--- config.mk ---
export PLATFORM = sky130hd
export DESIGN_NAME = rgb_to_hsv_converter_core
export DESIGN_NICKNAME = d
export VERILOG_FILES = /design/src/rgbhsv_pkg.sv /design/src/rgb_to_hsv_converter_core.sv
export SDC_FILE = /design/constraint.sdc
export NUM_CORES = 1
export LEC_CHECK = 0
export BUFFER_PORTS_ARGS = -buffer_cell sky130_fd_sc_hd__clkbuf_2
export CAP_MARGIN = 20
export CORE_ASPECT_RATIO = 0.7
export CORE_MARGIN = 2
export CORE_UTILIZATION = 62
export DETAILED_ROUTE_END_ITERATION = 10
export PLACE_DENSITY = 0.87
export SYNTH_ARGS = -nofsm -noshare
export SYNTH_HDL_FRONTEND = slang
export SYNTH_SLANG_ARGS = --single-unit
--- constraint.sdc ---
create_clock -name i_clk -period 7.05 [get_ports i_clk]
set_input_delay 1.0575 -clock i_clk [delete_from_list [all_inputs] [get_ports i_clk]]
set_output_delay 1.0575 -clock i_clk [all_outputs]
set_load 0.02 [all_outputs]
--- src/rgbhsv_pkg.sv ---
// Types and constants shared by the RGB to HSV converter and its checker.
package rgbhsv_pkg;

    localparam int CHANNEL_BITS = 8;
    localparam int HUE_BITS     = 13;
    localparam int HQ_BITS      = 10;
    localparam int HD_BITS      = CHANNEL_BITS + HQ_BITS;
    localparam int SD_BITS      = 2 * CHANNEL_BITS;
    localparam int DIV_STAGES   = (HQ_BITS > CHANNEL_BITS) ? HQ_BITS : CHANNEL_BITS;
    localparam int PIPE_LATENCY = DIV_STAGES + 4;

    localparam logic [HQ_BITS-1:0]  HUE_SECTOR     = HQ_BITS'(960);
    localparam logic [HUE_BITS-1:0] HUE_BASE_GREEN = HUE_BITS'(1920);
    localparam logic [HUE_BITS-1:0] HUE_BASE_BLUE  = HUE_BITS'(3840);
    localparam logic [HUE_BITS-1:0] HUE_TURN       = HUE_BITS'(5760);

    typedef logic [1:0] t_sector;
    localparam t_sector SECT_RED   = 2'd0;
    localparam t_sector SECT_GREEN = 2'd1;
    localparam t_sector SECT_BLUE  = 2'd2;

    typedef struct packed {
        logic [CHANNEL_BITS-1:0] red;
        logic [CHANNEL_BITS-1:0] green;
        logic [CHANNEL_BITS-1:0] blue;
    } t_pixel;

    typedef struct packed {
        logic [HUE_BITS-1:0]     hue;
        logic [CHANNEL_BITS-1:0] saturation;
        logic [CHANNEL_BITS-1:0] brightness;
    } t_hsv;

endpackage

--- src/rgb_to_hsv_converter_core.sv ---
// RGB to HSV converter: a fully pipelined datapath taking one pixel per clock.
//
// One pixel may be started in every clock cycle. Its result appears on o_result with
// o_valid high for exactly one cycle, once it has passed the input, min/max and
// dividend stages, the two restoring dividers, which resolve up to one quotient bit
// per register stage, and the output stage. The receiver cannot stall the pipeline, so
// results must be taken when o_valid is high. busy is high only while reset is held
// and in the cycle it is released. Hue is in sixteenths of a degree; grey pixels give
// hue zero and black pixels give saturation zero.
module rgb_to_hsv_converter_core (
    input  logic                i_clk,
    input  logic                i_rst_n,
    input  logic                start,
    output logic                busy,
    input  rgbhsv_pkg::t_pixel  i_pixel,
    output logic                o_valid,
    output rgbhsv_pkg::t_hsv    o_result
);

    localparam int CB   = rgbhsv_pkg::CHANNEL_BITS;
    localparam int HB   = rgbhsv_pkg::HUE_BITS;
    localparam int HQ   = rgbhsv_pkg::HQ_BITS;
    localparam int HD_W = rgbhsv_pkg::HD_BITS;
    localparam int SD_W = rgbhsv_pkg::SD_BITS;
    localparam int DS   = rgbhsv_pkg::DIV_STAGES;

    logic r_live;

    always_ff @(posedge i_clk) begin
        if (!i_rst_n) begin
            r_live <= 1'b0;
        end else begin
            r_live <= 1'b1;
        end
    end

    assign busy = ~r_live;

    // Input register.
    logic               r_s1_valid;
    rgbhsv_pkg::t_pixel r_s1_pix;

    always_ff @(posedge i_clk) begin
        if (!i_rst_n) begin
            r_s1_valid <= 1'b0;
        end else begin
            r_s1_valid <= start & ~busy;
        end
        r_s1_pix <= i_pixel;
    end

    // Max, min, sector and signed channel difference.
    logic [CB-1:0]       n_mx;
    logic [CB-1:0]       n_mn;
    rgbhsv_pkg::t_sector n_sect;
    logic [CB:0]         n_diff;
    logic [CB-1:0]       n_mag;

    always_comb begin
        n_mx = r_s1_pix.red;
        if (r_s1_pix.green > n_mx) begin
            n_mx = r_s1_pix.green;
        end
        if (r_s1_pix.blue > n_mx) begin
            n_mx = r_s1_pix.blue;
        end
        n_mn = r_s1_pix.red;
        if (r_s1_pix.green < n_mn) begin
            n_mn = r_s1_pix.green;
        end
        if (r_s1_pix.blue < n_mn) begin
            n_mn = r_s1_pix.blue;
        end
        // Ties go to red, then green.
        if (n_mx == r_s1_pix.red) begin
            n_sect = rgbhsv_pkg::SECT_RED;
            n_diff = {1'b0, r_s1_pix.green} - {1'b0, r_s1_pix.blue};
        end else if (n_mx == r_s1_pix.green) begin
            n_sect = rgbhsv_pkg::SECT_GREEN;
            n_diff = {1'b0, r_s1_pix.blue} - {1'b0, r_s1_pix.red};
        end else begin
            n_sect = rgbhsv_pkg::SECT_BLUE;
            n_diff = {1'b0, r_s1_pix.red} - {1'b0, r_s1_pix.green};
        end
        n_mag = n_diff[CB] ? CB'(-n_diff) : n_diff[CB-1:0];
    end

    logic                r_s2_valid;
    logic [CB-1:0]       r_s2_mx;
    logic [CB-1:0]       r_s2_chr;
    rgbhsv_pkg::t_sector r_s2_sect;
    logic                r_s2_neg;
    logic [CB-1:0]       r_s2_mag;

    always_ff @(posedge i_clk) begin
        if (!i_rst_n) begin
            r_s2_valid <= 1'b0;
        end else begin
            r_s2_valid <= r_s1_valid;
        end
        r_s2_mx   <= n_mx;
        r_s2_chr  <= n_mx - n_mn;
        r_s2_sect <= n_sect;
        r_s2_neg  <= n_diff[CB];
        r_s2_mag  <= n_mag;
    end

    // Divider pipeline. Index 0 holds the dividends; stage i+1 resolves one more hue quotient
    // bit, and a saturation bit where K < CB. A zero divisor yields junk that is masked later.
    logic                r_v    [0:DS];
    rgbhsv_pkg::t_sector r_sect [0:DS];
    logic                r_neg  [0:DS];
    logic [CB-1:0]       r_mx   [0:DS];
    logic [CB-1:0]       r_chr  [0:DS];
    logic [HD_W-1:0]     r_hrem [0:DS];
    logic [SD_W-1:0]     r_srem [0:DS];
    logic [HQ-1:0]       r_hq   [0:DS];
    logic [CB-1:0]       r_sq   [0:DS];

    always_ff @(posedge i_clk) begin
        if (!i_rst_n) begin
            r_v[0] <= 1'b0;
        end else begin
            r_v[0] <= r_s2_valid;
        end
        r_sect[0] <= r_s2_sect;
        r_neg[0]  <= r_s2_neg;
        r_mx[0]   <= r_s2_mx;
        r_chr[0]  <= r_s2_chr;
        r_hrem[0] <= HD_W'(r_s2_mag) * HD_W'(rgbhsv_pkg::HUE_SECTOR);
        // Full-scale times chroma, as a shift and a subtract.
        r_srem[0] <= (SD_W'(r_s2_chr) << CB) - SD_W'(r_s2_chr);
        r_hq[0]   <= '0;
        r_sq[0]   <= '0;
    end

    for (genvar i = 0; i < DS; i++) begin : g_div
        localparam int K = DS - 1 - i;

        logic [HD_W-1:0] n_hrem;
        logic [HQ-1:0]   n_hq;
        logic [SD_W-1:0] n_srem;
        logic [CB-1:0]   n_sq;

        if (K < HQ) begin : g_hue
            logic [HD_W-1:0] n_hsh;
            assign n_hsh = HD_W'(r_chr[i]) << K;
            always_comb begin
                n_hrem = r_hrem[i];
                n_hq   = r_hq[i];
                if (r_hrem[i] >= n_hsh) begin
                    n_hrem = r_hrem[i] - n_hsh;
                    n_hq[K] = 1'b1;
                end
            end
        end else begin : g_hue_pass
            assign n_hrem = r_hrem[i];
            assign n_hq   = r_hq[i];
        end

        if (K < CB) begin : g_sat
            logic [SD_W-1:0] n_ssh;
            assign n_ssh = SD_W'(r_mx[i]) << K;
            always_comb begin
                n_srem = r_srem[i];
                n_sq   = r_sq[i];
                if (r_srem[i] >= n_ssh) begin
                    n_srem = r_srem[i] - n_ssh;
                    n_sq[K] = 1'b1;
                end
            end
        end else begin : g_sat_pass
            assign n_srem = r_srem[i];
            assign n_sq   = r_sq[i];
        end

        always_ff @(posedge i_clk) begin
            if (!i_rst_n) begin
                r_v[i+1] <= 1'b0;
            end else begin
                r_v[i+1] <= r_v[i];
            end
            r_sect[i+1] <= r_sect[i];
            r_neg[i+1]  <= r_neg[i];
            r_mx[i+1]   <= r_mx[i];
            r_chr[i+1]  <= r_chr[i];
            r_hrem[i+1] <= n_hrem;
            r_srem[i+1] <= n_srem;
            r_hq[i+1]   <= n_hq;
            r_sq[i+1]   <= n_sq;
        end
    end

    // Hue assembly and special cases.
    logic [HB-1:0]    n_q;
    logic [HB-1:0]    n_hue;
    logic [CB-1:0]    n_sat;

    always_comb begin
        n_q = HB'(r_hq[DS]);
        case (r_sect[DS])
            rgbhsv_pkg::SECT_RED: begin
                // A negative offset that truncates to zero stays zero.
                n_hue = (r_neg[DS] && (n_q != '0)) ? (rgbhsv_pkg::HUE_TURN - n_q) : n_q;
            end
            rgbhsv_pkg::SECT_GREEN: begin
                n_hue = r_neg[DS] ? (rgbhsv_pkg::HUE_BASE_GREEN - n_q)
                                  : (rgbhsv_pkg::HUE_BASE_GREEN + n_q);
            end
            default: begin
                n_hue = r_neg[DS] ? (rgbhsv_pkg::HUE_BASE_BLUE - n_q)
                                  : (rgbhsv_pkg::HUE_BASE_BLUE + n_q);
            end
        endcase
        if (r_chr[DS] == '0) begin
            n_hue = '0;
        end
        n_sat = (r_mx[DS] == '0) ? '0 : r_sq[DS];
    end

    logic             r_out_valid;
    rgbhsv_pkg::t_hsv r_out;

    always_ff @(posedge i_clk) begin
        if (!i_rst_n) begin
            r_out_valid <= 1'b0;
        end else begin
            r_out_valid <= r_v[DS];
        end
        r_out.hue        <= n_hue;
        r_out.saturation <= n_sat;
        r_out.brightness <= r_mx[DS];
    end

    assign o_valid  = r_out_valid;
    assign o_result = r_out;

endmodule

* Yosys cells after proc, flatten, opt, wreduce, memory -nomap -nowiden *
Memories as Yosys holds them, arrays and structs flattened. A register that Yosys moved wholly into a read port is not among the register bits.
Cells that the tools add are included.

cells by class
  $add $sub $neg = 29
  multipliers = 1
  order comparisons = 22
  equality and inequality tests = 3
  mux-type cells = 61
  bitwise gates (word level) = 13
  reduce and logical (&&, ||, !) cells = 6

operators by type and width
  cell                              count
  2-to-1 mux 18 bit                 10
  2-to-1 mux 16 bit                 8
  2-to-1 mux 8 bit                  5
  2-to-1 mux 13 bit                 3
  subtractor 16 x 8 -> 16 bit       2
  2-to-1 mux 1 bit                  31
  subtractor 8 x 8 -> 9 bit         3
  case mux 13 bit (2 select lines)  1
  >= comparator 18 x 10 -> 1 bit    1
  >= comparator 18 x 11 -> 1 bit    1
  >= comparator 18 x 12 -> 1 bit    1
  >= comparator 18 x 13 -> 1 bit    1
  >= comparator 18 x 14 -> 1 bit    1
  >= comparator 18 x 15 -> 1 bit    1
  >= comparator 18 x 16 -> 1 bit    1
  >= comparator 18 x 17 -> 1 bit    1
  >= comparator 18 x 8 -> 1 bit     1
  >= comparator 18 x 9 -> 1 bit     1
  2-to-1 mux 9 bit                  2
  subtractor 18 x 10 -> 18 bit      1
  subtractor 18 x 11 -> 18 bit      1
  subtractor 18 x 12 -> 18 bit      1
  subtractor 18 x 13 -> 18 bit      1
  subtractor 18 x 14 -> 18 bit      1
  41 further kinds                  55

storage, ports and cells
  register bits after elaboration = 75
  RAM bits = 792
  input bits = 27
  output and inout bits = 31
  logic and storage cells = 157
  memories kept = 9

memories
  memory           depth  width  read ports  clocked after Yosys merged registers in  write ports  line                              RTL
  r_hrem           11     18     10          0                                        11           rgb_to_hsv_converter_core.sv:115  logic [HD_W-1:0] r_hrem [0:DS];
  r_srem           11     16     10          0                                        11           rgb_to_hsv_converter_core.sv:116  logic [SD_W-1:0] r_srem [0:DS];
  r_hq             11     10     11          0                                        11           rgb_to_hsv_converter_core.sv:117  logic [HQ-1:0] r_hq [0:DS];
  r_chr            11     8      11          0                                        11           rgb_to_hsv_converter_core.sv:114  logic [CB-1:0] r_chr [0:DS];
  r_mx             11     8      11          0                                        11           rgb_to_hsv_converter_core.sv:113  logic [CB-1:0] r_mx [0:DS];
  r_sq             11     8      11          1                                        11           rgb_to_hsv_converter_core.sv:118  logic [CB-1:0] r_sq [0:DS];
  3 more memories  n/a    n/a    n/a         n/a                                      n/a          n/a

* Depth between registers and ports, before layout *
  depth in word-level cells = 9
  gate-level depth with buffers = 30
  mapped depth without buffers = 27

* Least setup slack after synthesis *
OpenSTA, ideal clock, no wires.

  path type = reg2reg
  start point = register r_s1_pix[15] in the netlist's numbering
  end point = register r_s2_chr[7]
  setup time = 0.121 ns
  arrival time = 5.868 ns
  required time = 6.929 ns
  path slack = 1.061 ns
  stages on the path, launching flop included = 31
  path buffers = 4
  clock period less this slack = 5.989 ns
  cells stage by stage = dfxtp_1 inv_1 ha_1 and3_4 and3_4 a221oi_4 buf_2 buf_2 nor2_1 a21oi_1 ha_1 a21o_1 a21o_1 a21oi_1 nand2b_1 a211o_1 buf_6 nand2_1 buf_1 nand2_1 a21boi_0 ha_1 nor2b_1 o21ai_0 nand2b_1 a21o_1 a21o_1 a21o_1 a21oi_1 xnor2_1 xnor2_1

on the way
  word-level cells in the longest chain between the ends = 5
  elaborated cells between the ends (all ways) = 9
  those cells by class = 1 x add/sub; 4 x order compare; 4 x mux

ends and longest elaborated chain
  item                           line                              RTL
  from (decl)                    rgb_to_hsv_converter_core.sv:41   rgbhsv_pkg::t_pixel r_s1_pix;
  from (signal assigned)         rgb_to_hsv_converter_core.sv:49   r_s1_pix <= i_pixel;
  greater-than comparator 8 bit  rgb_to_hsv_converter_core.sv:61   if (r_s1_pix.green > n_mx) begin
  2-to-1 mux 8 bit (*)           rgb_to_hsv_converter_core.sv:61
  greater-than comparator 8 bit  rgb_to_hsv_converter_core.sv:64   if (r_s1_pix.blue > n_mx) begin
  2-to-1 mux 8 bit (*)           rgb_to_hsv_converter_core.sv:64
  via n_mx[1]                    rgb_to_hsv_converter_core.sv:53   logic [CB-1:0] n_mx;
  subtractor 8 bit (*)           rgb_to_hsv_converter_core.sv:102  r_s2_chr <= n_mx - n_mn;
  to (signal assigned)           rgb_to_hsv_converter_core.sv:102
  to (decl)                      rgb_to_hsv_converter_core.sv:90   logic [CB-1:0] r_s2_chr;

The timed path passes the listed nets; every way through them passes the cells marked *.
A chain may end at the register's enable or synchronous reset.

* Worst setup path after layout *
  start point = register r_s1_pix[14] in the netlist's numbering
  end point = register r_s2_mag[6]

on the way
  word-level cells in the longest chain between the ends = 9
  elaborated cells between the ends (all ways) = 12
  those cells by class = 3 x add/sub; 2 x order compare; 2 x eq/ne; 5 x mux

ends and longest elaborated chain
  item                           line                              RTL
  greater-than comparator 8 bit  rgb_to_hsv_converter_core.sv:61
  2-to-1 mux 8 bit               rgb_to_hsv_converter_core.sv:61
  greater-than comparator 8 bit  rgb_to_hsv_converter_core.sv:64
  2-to-1 mux 8 bit               rgb_to_hsv_converter_core.sv:64
  equality test 8 bit            rgb_to_hsv_converter_core.sv:78   end else if (n_mx == r_s1_pix.green) begin
  2-to-1 mux 9 bit               rgb_to_hsv_converter_core.sv:78
  2-to-1 mux 9 bit (*)           rgb_to_hsv_converter_core.sv:75   if (n_mx == r_s1_pix.red) begin
  negator 8 bit                  rgb_to_hsv_converter_core.sv:85   n_mag = n_diff[CB] ? CB'(-n_diff) : n_diff[CB-1:0];
  2-to-1 mux 8 bit (*)           rgb_to_hsv_converter_core.sv:85
  via n_mag[6]                   rgb_to_hsv_converter_core.sv:57   logic [CB-1:0] n_mag;
  to (signal assigned)           rgb_to_hsv_converter_core.sv:105  r_s2_mag <= n_mag;
  to (decl)                      rgb_to_hsv_converter_core.sv:93   logic [CB-1:0] r_s2_mag;

Marked as above.

==> flow_metrics.env <==
export IMPL_whs_path_depth=0
export IMPL_yosys_most_used_dff="dfxtp_1"
export IMPL_layout_drive_gt1_share=0.0708
export IMPL_io_buffers=57
export IMPL_final_cell_mix="dfxtp_1, inv_1, ha_1, nor2_1, a21oi_1"
export IMPL_grt_usage=0.247
export IMPL_yosysWarnings=0
export IMPL_drc=0
export IMPL_p_int_mw=10.8
export IMPL_report_final_slew_viol_count=0
export IMPL_core_area_um2=42300
export IMPL_design_area_um2=29500
export IMPL_crit_top_cell="ha_1"
export IMPL_hold_viol_final=0
export IMPL_layout_commonest_cell="dfxtp_1"
export IMPL_holdCritStartpoint="r_hq[1][9]"
export IMPL_grt_max_degree=20
export IMPL_cts_buffers=57
export IMPL_clk_pin_slew_worst_paths_ns=0.07
export IMPL_grt_busiest_layer="met2"
export IMPL_firstDrtPassIters=7
export IMPL_syn_area_per_cell_um2=10.2
export IMPL_clk_latency_ns=0.59
export IMPL_cap_violations=0
export IMPL_htreeDepth=2
export IMPL_hold_path_end="r_hq[2][9]"
export IMPL_ant_nets=0
export IMPL_place_congestion=0.930
export IMPL_tritoncts="done"
export IMPL_postCtsSetupBuffers=0
export IMPL_syn2layout_area_growth_pct=11.1
export IMPL_outcome="finished clean"
export IMPL_finalSetupViolCount=0
export IMPL_slowest_delay_ns=0.63
export IMPL_insertedDiodeCount=0
export IMPL_cp_data_required_time_ns=7.52
export IMPL_tns_ns=0
export IMPL_dpl_cell_area_um2=27500
export IMPL_post_route_min_period_ns=6.57
export IMPL_crit_path_cell_trace="inv_1, ha_1, and3_4, and3_4, a221oi_4, buf_4, mux2i_1, ha_1, nand2b_1, o21ai_0, mux2_2, a21o_1, nor2_1, buf_4, a211o_1, nand4_1, or2_1, mux2_4, mux2i_4, ha_1, a21oi_1, xnor2_1"
export IMPL_grt_use_met2=0.435
export IMPL_synth_edf_count=0
export IMPL_arrival_ns=7.05
export IMPL_clkPwrFrac=0.195
export IMPL_clock_sinks=680
export IMPL_relSlewSlack=0.240
export IMPL_critical_path_slowest_cell="nor2_1"
export IMPL_netlist_area_um2=26600
export IMPL_dpl_hpwl_um=40100
export IMPL_rows=63
export IMPL_cts_root_buffer="clkbuf_16"
export IMPL_routed_wl_um=54600
export IMPL_critPathBufInv=3
export IMPL_nFillCells=2889
export IMPL_power_frac_comb=0.422
export IMPL_rsz0062_at_grt="no"
export IMPL_pwr_density_cell_nw_per_um2=583
export IMPL_grt_util_met3=0.0340
export IMPL_endpoint_kind="flop"
export IMPL_worst_r2r_path_depth=22
export IMPL_avgRoutedWirePerCell_um=16.6
export IMPL_crit_type="flop to flop"
export IMPL_fin_nets=2975
export IMPL_clockBufferDepth=3
export IMPL_cpLargestDelayFamily="simple AND/OR/NAND/NOR gates"
export IMPL_grt_pass1_wl_um=89800
export IMPL_antenna_found_initial=1
export IMPL_num_vias=18200
export IMPL_tightest_slew_ns=1.14
export IMPL_die_w_um=252
export IMPL_async_reset_ff_frac=0
export IMPL_die_h_um=177
export IMPL_dieArea_um2=44600
export IMPL_switching_share=0.369
export IMPL_synth_net_count=2890
export IMPL_viasPerCell=5.52
export IMPL_drtIter0Drc=1325
export IMPL_yosysUniqueCellTypes=77
export IMPL_hp_class="flop to flop"
export IMPL_placed_cells=3192
export IMPL_crit_path_max_fanout=11
export IMPL_overflow=0
export IMPL_cellLeakagePower_nw=13.7
export IMPL_netlist_instances=2615
export IMPL_reg2reg_from="r_s1_pix[14]"
export IMPL_ir_worst_vdd_mv=0.763
export IMPL_grt_pass1_vias=18400
export IMPL_start_util=0.628
export IMPL_finalNonFillerCells=3294
export IMPL_max_freq_mhz=152
export IMPL_finalClockSkew_ns=0.0119
export IMPL_ys_seq_elements=680
export IMPL_pwr_share_seq=0.383
export IMPL_met1_usage=0.318
export IMPL_min_period_over_period=0.933
export IMPL_reg2reg_slack_ns=0.48
export IMPL_p_switching_mw=6.36
export IMPL_ios=58
export IMPL_timing_rr_end="r_s2_mag[6]"
export IMPL_startpoint_type="flop"
export IMPL_ys_seq_area_frac=0.512
## routing by layer
metal  share of wire  up-vias
met3           0.050      113
li1                -     8974
met5               0        -
met4           0.026        0
met1            0.45     8519
met2            0.47      563
## worst max-delay path by stage
stage          cells after the start          end  slack, ns          from
2_1_floorplan                     30  r_s2_chr[7]       1.06  r_s1_pix[15]
3_3_place_gp                      21  r_s2_mag[4]       0.79  r_s1_pix[14]
3_5_place_dp                      22  r_s2_mag[6]       0.56  r_s1_pix[14]
6_report                          22  r_s2_mag[6]       0.48  r_s1_pix[14]
5_1_grt                           22  r_s2_mag[6]       0.05  r_s1_pix[15]
4_1_cts                           27  r_s2_chr[7]       0.49  r_s1_pix[14]
## state kept, by name, summed over array words and instances, names as in the netlist, 2 cells and up
signal / cells
r_mx: 88
r_s2_sect: 2
r_srem: 160
r_chr: 78
o_result: 29
r_hrem: 135
r_s2_mag: 8
r_neg: 11
r_sq: 36
r_v: 11
r_sect: 22
r_s1_pix: 24
r_s2_mx: 8
r_hq: 55
r_s2_chr: 8
## layout make-up
cell class / count / area (um^2) / area share
Sequential cell: 680 / 13600 / 0.461
Multi-Input combinational cell: 1629 / 11800 / 0.400
Clock buffer: 66 / 1490 / 0.0505
Inverter: 257 / 965 / 0.0327
Tap cell: 552 / 691 / 0.0234
Clock inverter: 35 / 524 / 0.0178
Timing Repair Buffer: 75 / 433 / 0.0147
## per-stage QoR
stage / hold WS, ns / setup WS (ns) / util / power, mW
after floorplan: 0.310 / 1.06 / - / 11.9
after global placement: 0.310 / 0.789 / 0.650 / 13.2
after detailed placement: 0.312 / 0.560 / 0.650 / 13.7
after CTS: 0.322 / 0.488 / 0.697 / 17.2
after global routing: 0.329 / 0.0521 / 0.698 / 18.5
final: 0.321 / 0.475 / 0.698 / 17.2
## cells in the mapped netlist (22+ instances only)
cell type    n  share of area
a21o_1      90          0.025
a21oi_1    165          0.031
and2_1      46          0.011
clkbuf_1    38         0.0054
dfxtp_1    680           0.51
fa_1        33          0.025
ha_1       215           0.10
inv_1      256          0.036
nand2_1    131          0.018
nand2b_1    66          0.016
nand3_1     22         0.0041
nand4_1     23         0.0054
nor2_1     199          0.028
nor2b_1     37         0.0087
nor3_1      33         0.0062
nor4_1      42         0.0099
o21ai_0    130          0.024
o31ai_1     22         0.0062
xnor2_1    103          0.034
xor2_1      83          0.027
## cell families after synthesis
group	Yosys count	share of synthesized area
flip-flops	680	0.512
XOR/XNOR	186	0.0613
AND/OR/NAND/NOR	651	0.123
adder cells (fa/ha/maj)	249	0.126
AO/OA/AOI/OAI	517	0.123
buffers and inverters	306	0.0440
multiplexers	26	0.0112
## timing repair
| action | in CTS | in global routing |
|---|---|---|
| hold buffers | 0 | 0 |
| endpoints found under the hold margin | 0 | 0 |
| gates resized for setup | 0 | 1 |
| setup endpoints to repair | 0 | 1 |
## power by group through the flow
stage | clock network [mW] | registers [mW] | logic [mW]
finish | 3.35 | 6.59 | 7.26
global route | 3.55 | 6.75 | 8.18
CTS | 3.40 | 6.58 | 7.21
detailed placement | 0 | 6.63 | 7.06
global placement | 0 | 6.55 | 6.63
floorplan | 0 | 6.32 | 5.61
Note: power is estimated with default switching activity, not from simulation.
